==> config.mk <==
export PLATFORM = sky130hd
export DESIGN_NAME = dinucleotide_frequency_counter_unit
export DESIGN_NICKNAME = d
export VERILOG_FILES = /design/src/hw/rtl/dfc_pkg.sv /design/src/hw/rtl/dfc_sym_decode.sv /design/src/hw/rtl/dinucleotide_frequency_counter_unit.sv
export SDC_FILE = /design/constraint.sdc
export NUM_CORES = 1
export LEC_CHECK = 0
export BUFFER_PORTS_ARGS = -buffer_cell sky130_fd_sc_hd__buf_2
export CORE_AREA = 2 2 193 195
export DETAILED_ROUTE_END_ITERATION = 8
export DIE_AREA = 0 0 195 197
export GPL_ROUTABILITY_DRIVEN = 1
export GPL_TIMING_DRIVEN = 0
export PLACE_DENSITY = 0.7
export SYNTH_ARGS = -nofsm -noshare
export SYNTH_HDL_FRONTEND = slang
export SYNTH_SLANG_ARGS = --single-unit
==> constraint.sdc <==
create_clock -name clock -period 6.9 [get_ports clock]
set_input_delay 0.69 -clock clock [delete_from_list [all_inputs] [get_ports clock]]
set_output_delay 0.69 -clock clock [all_outputs]
set_load 0.005 [all_outputs]
==> src/hw/rtl/dfc_pkg.sv <==
// Package with the shared types, constants and helpers of the dinucleotide frequency counter.
package dfc_pkg;

   localparam int COUNT_WIDTH  = 16;
   localparam int OUT_WIDTH    = 16;
   localparam int NUM_BASES    = 4;
   localparam int NUM_PAIRS    = 16;
   localparam int SEL_WIDTH    = 5;
   localparam int PSEUDO_WIDTH = 4;

   localparam logic [SEL_WIDTH-1:0]    SEL_PAIR_BASE = SEL_WIDTH'(NUM_BASES);
   localparam logic [SEL_WIDTH-1:0]    SEL_END       = SEL_WIDTH'(NUM_BASES + NUM_PAIRS);
   localparam logic [PSEUDO_WIDTH-1:0] PSEUDO_RESET  = PSEUDO_WIDTH'(1);
   localparam logic [OUT_WIDTH-1:0]    OUT_MAX       = '1;
   localparam logic [COUNT_WIDTH-1:0]  COUNT_MAX     = '1;

   localparam logic [7:0] CHAR_GAP     = 8'h2D;
   localparam logic [7:0] CHAR_A       = 8'h41;
   localparam logic [7:0] CHAR_C       = 8'h43;
   localparam logic [7:0] CHAR_G       = 8'h47;
   localparam logic [7:0] CHAR_T       = 8'h54;
   localparam logic [7:0] CHAR_LOW_A   = 8'h61;
   localparam logic [7:0] CHAR_LOW_Z   = 8'h7A;
   localparam logic [7:0] CASE_OFFSET  = 8'h20;

   typedef enum logic [1:0] {
      MODE_PUSH   = 2'd0,
      MODE_READ   = 2'd1,
      MODE_CLEAR  = 2'd2,
      MODE_IGNORE = 2'd3
   } mode_type;

   typedef enum logic [1:0] {
      BASE_A = 2'd0,
      BASE_C = 2'd1,
      BASE_G = 2'd2,
      BASE_T = 2'd3
   } base_type;

   typedef logic [COUNT_WIDTH-1:0] count_type;

   typedef struct packed {
      logic [1:0]           mode;
      logic [7:0]           symbol;
      logic [1:0]           random_pick;
      logic [SEL_WIDTH-1:0] counter_select;
   } req_type;

   typedef struct packed {
      logic [OUT_WIDTH-1:0] count_value;
      logic [SEL_WIDTH-1:0] selected_index;
   } rsp_type;

   typedef struct packed {
      logic     is_gap;
      base_type base;
   } sym_type;

   function automatic count_type sat_inc(input count_type v);
      count_type r;
      if (v == COUNT_MAX) begin
         r = v;
      end else begin
         r = v + count_type'(1);
      end
      return r;
   endfunction

   function automatic logic [OUT_WIDTH-1:0] sat_out(input count_type v);
      logic [OUT_WIDTH-1:0] r;
      if (32'(v) > 32'(OUT_MAX)) begin
         r = OUT_MAX;
      end else begin
         r = OUT_WIDTH'(v);
      end
      return r;
   endfunction

endpackage

==> src/hw/rtl/dfc_sym_decode.sv <==
// Symbol decoder: folds case and maps an ASCII character to a gap flag and a base.
module dfc_sym_decode
   import dfc_pkg::*;
(
   input  logic [7:0] symbol,
   input  logic [1:0] random_pick,
   output sym_type    decoded
);

   logic [7:0] upper;

   always_comb begin
      if (symbol >= CHAR_LOW_A && symbol <= CHAR_LOW_Z) begin
         upper = symbol - CASE_OFFSET;
      end else begin
         upper = symbol;
      end

      decoded.is_gap = (upper == CHAR_GAP);
      // Anything that is not a known base takes the supplied random base.
      priority if (upper == CHAR_A) begin
         decoded.base = BASE_A;
      end else if (upper == CHAR_C) begin
         decoded.base = BASE_C;
      end else if (upper == CHAR_G) begin
         decoded.base = BASE_G;
      end else if (upper == CHAR_T) begin
         decoded.base = BASE_T;
      end else begin
         decoded.base = base_type'(random_pick);
      end
   end

endmodule

==> src/hw/rtl/dinucleotide_frequency_counter_unit.sv <==
// Top level of the dinucleotide frequency counter.
//
// Items arrive on the req_ channel (valid/ready) as one beat each: mode 0
// pushes one sequence character, mode 1 reads one counter, mode 2 clears
// all counters and starts a new sequence, mode 3 does nothing. Only a read
// produces a beat on the rsp_ channel, carrying the counter value
// (saturated to 16 bits) and the echoed select.
// An accepted beat is held in an item register; from there it updates the
// counters, and a read loads the result register, whose answer is then
// offered on the rsp_ channel. One beat can be accepted every cycle
// unless a read waits in the item register; the result register
// decouples the two channels.
// When the receiver stalls with a result pending, a read in the item
// register waits, and req_ready drops once that register is full; pushes
// and clears keep flowing while the pending result is waiting.
// Reset empties both registers, zeroes the base counters, loads the pair
// counters and the pseudocount register with one, and forgets the previous
// base. csr_write_data sets the pseudocount used by the next clear.
module dinucleotide_frequency_counter_unit
   import dfc_pkg::*;
(
   input  logic                    clock,
   input  logic                    reset,
   input  logic                    req_valid,
   output logic                    req_ready,
   input  req_type                 req_data,
   output logic                    rsp_valid,
   input  logic                    rsp_ready,
   output rsp_type                 rsp_data,
   input  logic                    csr_write_enable,
   input  logic [PSEUDO_WIDTH-1:0] csr_write_data
);

   logic                    item_valid_ff, item_valid_in;
   req_type                 item_ff, item_in;
   logic                    rsp_valid_ff, rsp_valid_in;
   rsp_type                 rsp_ff, rsp_in;
   logic [PSEUDO_WIDTH-1:0] pseudo_ff, pseudo_in;
   count_type               base_ff [NUM_BASES];
   count_type               base_in [NUM_BASES];
   count_type               pair_ff [NUM_PAIRS];
   count_type               pair_in [NUM_PAIRS];
   base_type                prev_ff, prev_in;
   logic                    have_prev_ff, have_prev_in;

   logic                    item_go;
   mode_type                item_mode;
   sym_type                 sym;
   logic [SEL_WIDTH-1:0]    pair_sel;
   logic [3:0]              pair_idx;
   count_type               read_value;

   dfc_sym_decode u_decode (
      .symbol      (item_ff.symbol),
      .random_pick (item_ff.random_pick),
      .decoded     (sym)
   );

   assign item_mode = mode_type'(item_ff.mode);
   // A read can leave the item register only when the result slot frees up.
   assign item_go   = item_valid_ff &&
                      (item_mode != MODE_READ || !rsp_valid_ff || rsp_ready);
   assign req_ready = !item_valid_ff || item_go;
   assign rsp_valid = rsp_valid_ff;
   assign rsp_data  = rsp_ff;
   assign pair_sel  = item_ff.counter_select - SEL_PAIR_BASE;
   assign pair_idx  = {prev_ff, sym.base};

   always_comb begin
      if (item_ff.counter_select < SEL_PAIR_BASE) begin
         read_value = base_ff[item_ff.counter_select[1:0]];
      end else if (item_ff.counter_select < SEL_END) begin
         read_value = pair_ff[pair_sel[3:0]];
      end else begin
         read_value = '0;
      end
   end

   always_comb begin
      item_valid_in = item_valid_ff;
      item_in       = item_ff;
      if (req_valid && req_ready) begin
         item_valid_in = 1'b1;
         item_in       = req_data;
      end else if (item_go) begin
         item_valid_in = 1'b0;
      end

      pseudo_in = csr_write_enable ? csr_write_data : pseudo_ff;

      base_in      = base_ff;
      pair_in      = pair_ff;
      prev_in      = prev_ff;
      have_prev_in = have_prev_ff;
      rsp_valid_in = rsp_valid_ff && !rsp_ready;
      rsp_in       = rsp_ff;

      if (item_go) begin
         unique case (item_mode)
            MODE_PUSH: begin
               if (!sym.is_gap) begin
                  base_in[sym.base] = sat_inc(base_ff[sym.base]);
                  if (have_prev_ff) begin
                     pair_in[pair_idx] = sat_inc(pair_ff[pair_idx]);
                  end
                  prev_in      = sym.base;
                  have_prev_in = 1'b1;
               end
            end
            MODE_READ: begin
               rsp_valid_in          = 1'b1;
               rsp_in.count_value    = sat_out(read_value);
               rsp_in.selected_index = item_ff.counter_select;
            end
            MODE_CLEAR: begin
               for (int i = 0; i < NUM_BASES; i++) begin
                  base_in[i] = '0;
               end
               for (int i = 0; i < NUM_PAIRS; i++) begin
                  pair_in[i] = COUNT_WIDTH'(pseudo_ff);
               end
               prev_in      = BASE_A;
               have_prev_in = 1'b0;
            end
            MODE_IGNORE: begin
            end
            default: begin
            end
         endcase
      end
   end

   always_ff @(posedge clock) begin
      item_ff <= item_in;
      rsp_ff  <= rsp_in;
      if (reset) begin
         item_valid_ff <= 1'b0;
         rsp_valid_ff  <= 1'b0;
         pseudo_ff     <= PSEUDO_RESET;
         prev_ff       <= BASE_A;
         have_prev_ff  <= 1'b0;
         for (int i = 0; i < NUM_BASES; i++) begin
            base_ff[i] <= '0;
         end
         for (int i = 0; i < NUM_PAIRS; i++) begin
            pair_ff[i] <= COUNT_WIDTH'(PSEUDO_RESET);
         end
      end else begin
         item_valid_ff <= item_valid_in;
         rsp_valid_ff  <= rsp_valid_in;
         pseudo_ff     <= pseudo_in;
         prev_ff       <= prev_in;
         have_prev_ff  <= have_prev_in;
         base_ff       <= base_in;
         pair_ff       <= pair_in;
      end
   end

endmodule

Word-level counts from Yosys, hierarchy flattened

Cells that the tools add are included.

Word-level logic and storage cells: 126
Bits in registers: 367
Output and inout port bits: 23
Bits of input ports: 26

Reductions and logical operators: 18
Multiplexer cells: 47
$lt $le $gt $ge: 10
Bitwise gates (word level): 4
Equal/unequal tests: 12
Add/subtract/negate cells: 4

Operator list:

| cell                                                            | number |
|---|---|
| two-way mux 256 bit                                             | 2 |
| case mux 256 bit (2 select lines)                               | 1 |
| two-way mux 16 bit                                              | 21 |
| bitwise mux 256 bit                                             | 1 |
| binary-select mux 16 bit (select 4 bit)                         | 2 |
| case mux 64 bit (2 select lines)                                | 1 |
| binary-select mux 16 bit (select 2 bit)                         | 2 |
| bitwise mux 64 bit                                              | 1 |
| demux 16 bit (select 4 bit)                                     | 1 |
| two-way mux 64 bit                                              | 1 |
| adder 16 x 1 -> 16 bit (second input constant)                  | 2 |
| demux 16 bit (select 2 bit)                                     | 1 |
| == test 16 bit (second input constant)                          | 2 |
| == test 8 x 7 -> 1 bit (second input constant)                  | 4 |
| >= comparator 5 bit (second input constant)                     | 2 |
| two-way mux 2 bit                                               | 5 |
| NOT 4 -> 5 bit                                                  | 2 |
| == test 8 x 6 -> 1 bit (second input constant)                  | 1 |
| >= comparator 8 x 7 -> 1 bit (second input constant)            | 1 |
| less-or-equal comparator 8 x 7 -> 1 bit (second input constant) | 1 |
| two-way mux 8 bit                                               | 1 |
| subtractor 8 x 6 -> 8 bit (second input constant)               | 1 |
| >= comparator 3 bit (second input constant)                     | 2 |
| logical AND 1 bit                                               | 6 |
| 20 further kinds                                                | 31 |

Longest topological paths before layout

Depth in word-level cells: 22
Mapped depth: 25

Hierarchy

Synthesis repeated with hierarchy kept, for this count alone.

Cells, all modules: 1,724
Area, all modules: 18,072.3 um^2

Modules (own cells, without submodules):

| module                              | cells an instance | area an instance (um^2) | sequential area each (um^2) | instances |
|---|---|---|---|---|
| dinucleotide_frequency_counter_unit | 1,701             | 17,899.7                | 7,727.4                     | 1 |
| dfc_sym_decode                      | 23                | 172.7                   | 0.0                         | 1 |

Least setup slack after synthesis

No wires, ideal clock.

Path kind: reg-to-reg
Start: register item_ff[12] (netlist bit)
End: register pair_ff[105] (netlist bit)
Buffers on the path: 9
Data required time: 6.772 ns
Data arrival time: 5.355 ns
Setup slack: 1.417 ns
Clock period less this slack: 5.483 ns
Stages on the path, launching flop included: 24
Cell sequence: edfxtp_1 -> inv_1 -> ha_1 -> o21ai_1 -> nand2_4 -> or4_4 -> buf_6 -> nand3_4 -> buf_12 -> buf_12 -> buf_12 -> buf_12 -> buf_12 -> buf_12 -> mux4_1 -> mux4_2 -> ha_1 -> clkbuf_1 -> and2_1 -> nand4_1 -> nor3b_1 -> xor2_1 -> clkbuf_1 -> o21ai_0

Cells in the longest elaborated chain, start to end: 22
Elaborated cells on any way between the ends: 36

RTL lines:

| what                                                                                    | RTL line                                   | RTL |
|---|---|---|
| start: declaration                                                                      | dinucleotide_frequency_counter_unit.sv:35  | `req_type item_ff, item_in;` |
| start signal: assignment                                                                | dinucleotide_frequency_counter_unit.sv:134 | `item_ff <= item_in;` |
| >= comparator 8 x 7 -> 1 bit or less-or-equal comparator 8 x 7 -> 1 bit (tied branches) | dfc_sym_decode.sv:13                       | `if (symbol >= CHAR_LOW_A && symbol <= CHAR_LOW_Z) begin` |
| logical AND 1 bit                                                                       | dfc_sym_decode.sv:13                       |  |
| two-way mux 8 bit (*)                                                                   | dfc_sym_decode.sv:13                       |  |
| == test 8 x 7 -> 1 bit                                                                  | dfc_sym_decode.sv:27                       | `end else if (upper == CHAR_T) begin` |
| two-way mux 2 bit                                                                       | dfc_sym_decode.sv:27                       |  |
| two-way mux 2 bit                                                                       | dfc_sym_decode.sv:25                       | `end else if (upper == CHAR_G) begin` |
| two-way mux 2 bit                                                                       | dfc_sym_decode.sv:23                       | `end else if (upper == CHAR_C) begin` |
| two-way mux 2 bit                                                                       | dfc_sym_decode.sv:21                       | `priority if (upper == CHAR_A) begin` |
| [... 6 more ...]                                                                        | n/a                                        |  |
| two-way mux 16 bit                                                                      | dinucleotide_frequency_counter_unit.sv:103 | `if (have_prev_ff) begin` |
| two-way mux 16 bit                                                                      | dinucleotide_frequency_counter_unit.sv:101 | `if (!sym.is_gap) begin` |
| two-way mux 16 bit                                                                      | dinucleotide_frequency_counter_unit.sv:99  | `unique case (item_mode)` |
| two-way mux 16 bit                                                                      | dinucleotide_frequency_counter_unit.sv:98  | `if (item_go) begin` |
| bitwise mux 256 bit                                                                     | dinucleotide_frequency_counter_unit.sv:104 | `pair_in[pair_idx] = sat_inc(pair_ff[pair_idx]);` |
| two-way mux 256 bit                                                                     | dinucleotide_frequency_counter_unit.sv:103 |  |
| two-way mux 256 bit                                                                     | dinucleotide_frequency_counter_unit.sv:101 |  |
| case mux 256 bit (2 select lines)                                                       | dinucleotide_frequency_counter_unit.sv:99  |  |
| end signal: indexed assignment                                                          | dinucleotide_frequency_counter_unit.sv:146 | `pair_ff[i] <= COUNT_WIDTH'(PSEUDO_RESET);` |
| end signal: assignment                                                                  | dinucleotide_frequency_counter_unit.sv:155 | `pair_ff <= pair_in;` |
| end: declaration                                                                        | dinucleotide_frequency_counter_unit.sv:41  | `count_type pair_ff [NUM_PAIRS];` |

Mark *: on every way between the ends. The rest lies on a longest branch, timed or not. The select of a mux whose other input is x is not followed.
A chain may end at the register's enable or synchronous reset.

Worst setup path in the final report

Start: register item_ff[12] (netlist bit)
End: register pair_ff[121] (netlist bit)

The elaborated chain is that of the path after synthesis.

==> results_dict.tcl <==
set metrics [dict create \
    ir_drop_mv 0.170 \
    required_ns 7.36 \
    whs_path_depth 1 \
    drive_above_1_share_pct 14.6 \
    cts_hold_buf 0 \
    rows 70 \
    pwr-share-clk_pct 45.8 \
    synth-main-ff-cell "dfxtp_1" \
    grt_pass1_vias 16800 \
    p_int_mw 3.60 \
    cts_tree "done" \
    grt_overflow 0 \
    grt_max_degree 22 \
    top_level_ports 49 \
    antenna_found_initial 2 \
    status "finished, final reports clean" \
    drc 0 \
    core_area_mm2 0.0363 \
    via_per_inst 7.01 \
    leakage_nw 7.30 \
    end_kind "register" \
    htreeDepth 2 \
    die_h_um 197 \
    seqPwrFrac_pct 44.6 \
    grt_setup_unrepaired "no" \
    syn_inst 1941 \
    fin_cells 2537 \
    finalInstanceArea_mm2 0.0212 \
    portBuffers 47 \
    arrival_ns 7.17 \
    hold_ws_ns 0.284 \
    numCtsBuffers 41 \
    clkTransAtPathRegs_ns 0.06 \
    synth-edff-count 38 \
    tightest_slew_ns 1.44 \
    cts_buffer_depth 3 \
    p_sw_mw 1.29 \
    clock-sinks 367 \
    reg2regPathDepth 23 \
    drtPass1Iterations 6 \
    fin_util_pct 58.6 \
    dieArea_mm2 0.0384 \
    timing.setup.tns_ns 0 \
    fin_crit_sh_pct 97.4 \
    num_vias 17800 \
    fin_skew_ns 0.0156 \
    grt_pass1_wl_um 112000 \
    setup_violations 0 \
    cts_root_buf "clkbuf_16" \
    cp_max_fo 10 \
    antenna_left 0 \
    nNetsFinal 2065 \
    hold_violations 0 \
    ys_ff_latch 367 \
    slew_violations 0 \
    hpwlAfterDp_um 56100 \
    async_flop_share_pct 0 \
    cap_violations 0 \
    syn_area_per_cell_um2 9.78 \
    synth_area_mm2 0.0190 \
    placed_cells 2459 \
    clock_latency_ns 0.58 \
    worstHoldPathType "in2reg" \
    drt_iter0_drc 2741 \
    power_per_cell_area_mw_per_mm2 230 \
    seq_area_frac_synth_pct 40.7 \
    worstSetupPathType "reg2reg" \
    clock.fmax_mhz 149 \
    wl_per_cell_um 30.5 \
    period_minus_slack_ns 6.72 \
    relSlewSlack_pct 3.47 \
    gp_congestion 1.06 \
    die_w_um 195 \
    syn2layout_area_growth_pct 11.9 \
    ys_warn_count 0 \
    grtUsageTotal_pct 39.9 \
    synth.distinct_cells 86 \
    start_util_pct 52.3 \
    comb_power_share_pct 9.6 \
    wirelength_um 77300 \
    p_sw_share_pct 26.3 \
    start_kind "register" \
    place_area_mm2 0.0198 \
    syn_nets 1970 \
]
## final timing paths
check | startpoint | to | slack, ns
worst max-delay path | item_ff[12]$_DFFE_PP_ | pair_ff[121]$_SDFFE_PP0P_ | 0.18
worst min register to register | item_ff[0]$_DFFE_PP_ | rsp_data[0]$_DFFE_PP_ | 0.45
worst min-delay path | req_data[11] | item_ff[11]$_DFFE_PP_ | 0.28
worst max register to register | item_ff[12]$_DFFE_PP_ | pair_ff[121]$_SDFFE_PP0P_ | 0.18
## placed cells by master, fill, tap and decap left out, types with 23 or more instances in the layout
master     Yosys  layout
dfxtp_1      329     329
inv_1         32      32
nor3_1        37      37
nand3_1       51      51
mux4_2       115     115
clkbuf_1      93     101
a31oi_1       31      31
buf_2         17      64
o22ai_1       29      29
nor2_1       112     112
edfxtp_1      38      38
o21ai_0      194     194
nand2_1      321     321
clkbuf_16      0      44
o31ai_1       23      23
mux2i_1       68      68
a21oi_1       58      58
a22o_1       102     102
## flip-flops by register name (all words and copies together), names as in the netlist
| register | count |
|---|---|
| rsp_valid | 1 |
| item_ff | 15 |
| item_mode | 2 |
| prev_ff | 2 |
| rsp_data | 21 |
| pair_ff | 256 |
| pseudo_ff | 4 |
| have_prev_ff | 1 |
| item_valid_ff | 1 |
| base_ff | 64 |
## cells by family after synthesis
family | count (synthesis) | synth area share (%)
compound gates | 531 | 18.5
flops | 367 | 40.7
buf+inv | 174 | 4.42
simple gates | 644 | 15.7
xor+xnor | 18 | 0.910
mux | 204 | 19.5
fa+ha+maj | 3 | 0.198
## cell type report
class	instances	area, um^2
fill	3231	15000
multi-input combinational	1400	10500
sequential	367	7730
clock buffer	61	1220
buffer	142	724
tap	468	586
timing repair buffer	52	280
clock inverter	14	121
inverter	32	120
antenna	1	2.50
## worst max-delay path, stage by stage, from the launching register on
cell and delay [ns]:
edfxtp_1 0.44, inv_1 0.14, ha_1 0.27, o21ai_1 0.36
nand2_4 0.15, or4_4 0.50, buf_6 0.20, nand3_4 0.15
buf_12 0.18, buf_12 0.16, buf_12 0.18, buf_12 0.19
buf_12 0.17, buf_12 0.17, mux4_1 0.66, mux4_2 0.52
ha_1 0.20, clkbuf_1 0.19, and2_1 0.20, nand4_1 0.29
nor3b_1 0.38, xor2_2 0.39, clkbuf_2 0.34, o21ai_0 0.14
## per-stage QoR
step	setup slack (ns)	total power, mW
floorplan	1.42	2.50
finish	0.182	4.89
detailed placement	-0.289	2.67
global route	0.00176	4.97
global placement	-0.184	2.67
CTS	0.116	4.86
## cell usage after synthesis, types with 4 or more instances
cell type	instances	share of area, %
dfxtp_1	329	35
nand2_1	321	6.4
o21ai_0	194	5.1
mux4_2	115	14
nor2_1	112	2.2
a22o_1	102	4.7
clkbuf_1	93	1.8
mux2i_1	68	3.6
a21oi_1	58	1.5
nand3_1	51	1.3
edfxtp_1	38	6.0
nor3_1	37	0.98
inv_1	32	0.63
a31oi_1	31	1.0
o22ai_1	29	0.96
o31ai_1	23	0.91
nand3b_1	18	0.71
and3_1	17	0.56
buf_2	17	0.45
and2_1	14	0.46
buf_1	14	0.28
a22oi_1	13	0.51
mux4_1	13	1.8
nand2b_1	12	0.40
nand4_1	12	0.40
nor2b_1	12	0.40
a221o_1	9	0.47
xor2_1	9	0.42
mux2_2	8	0.47
o21a_1	7	0.28
xnor2_1	7	0.32
buf_12	6	0.63
buf_4	6	0.24
buf_6	6	0.36
o31a_1	6	0.28
o32ai_1	6	0.28
a211oi_1	5	0.20
a211o_1	4	0.18
a21o_1	4	0.16
a311o_1	4	0.21
o21ai_1	4	0.11
o311ai_0	4	0.18
or4_1	4	0.16
## per-layer routing
metal  routed length, um  vias to the layer above  track usage [%]
met3               11400                      297             14.9
met1               29500                     8618             52.4
li1                    -                     7499                -
met2               31600                     1369             57.4
met5                  37                        -                0
met4                4780                        2             20.9
## power by group through the flow
stage | Clock, mW | Sequential [mW] | Combinational, mW
6_report | 2.24 | 2.18 | 0.472
5_1_grt | 2.31 | 2.18 | 0.477
4_1_cts | 2.23 | 2.18 | 0.445
3_5_place_dp | 0 | 2.23 | 0.443
3_3_place_gp | 0 | 2.23 | 0.439
2_1_floorplan | 0 | 2.22 | 0.272
## timing repair
item	in CTS	in global routing
endpoints found under the setup margin	68	28
resized for setup	0	9
pin swaps	1	0
buffers inserted	1	0
Power figures use the tool's default switching activity.
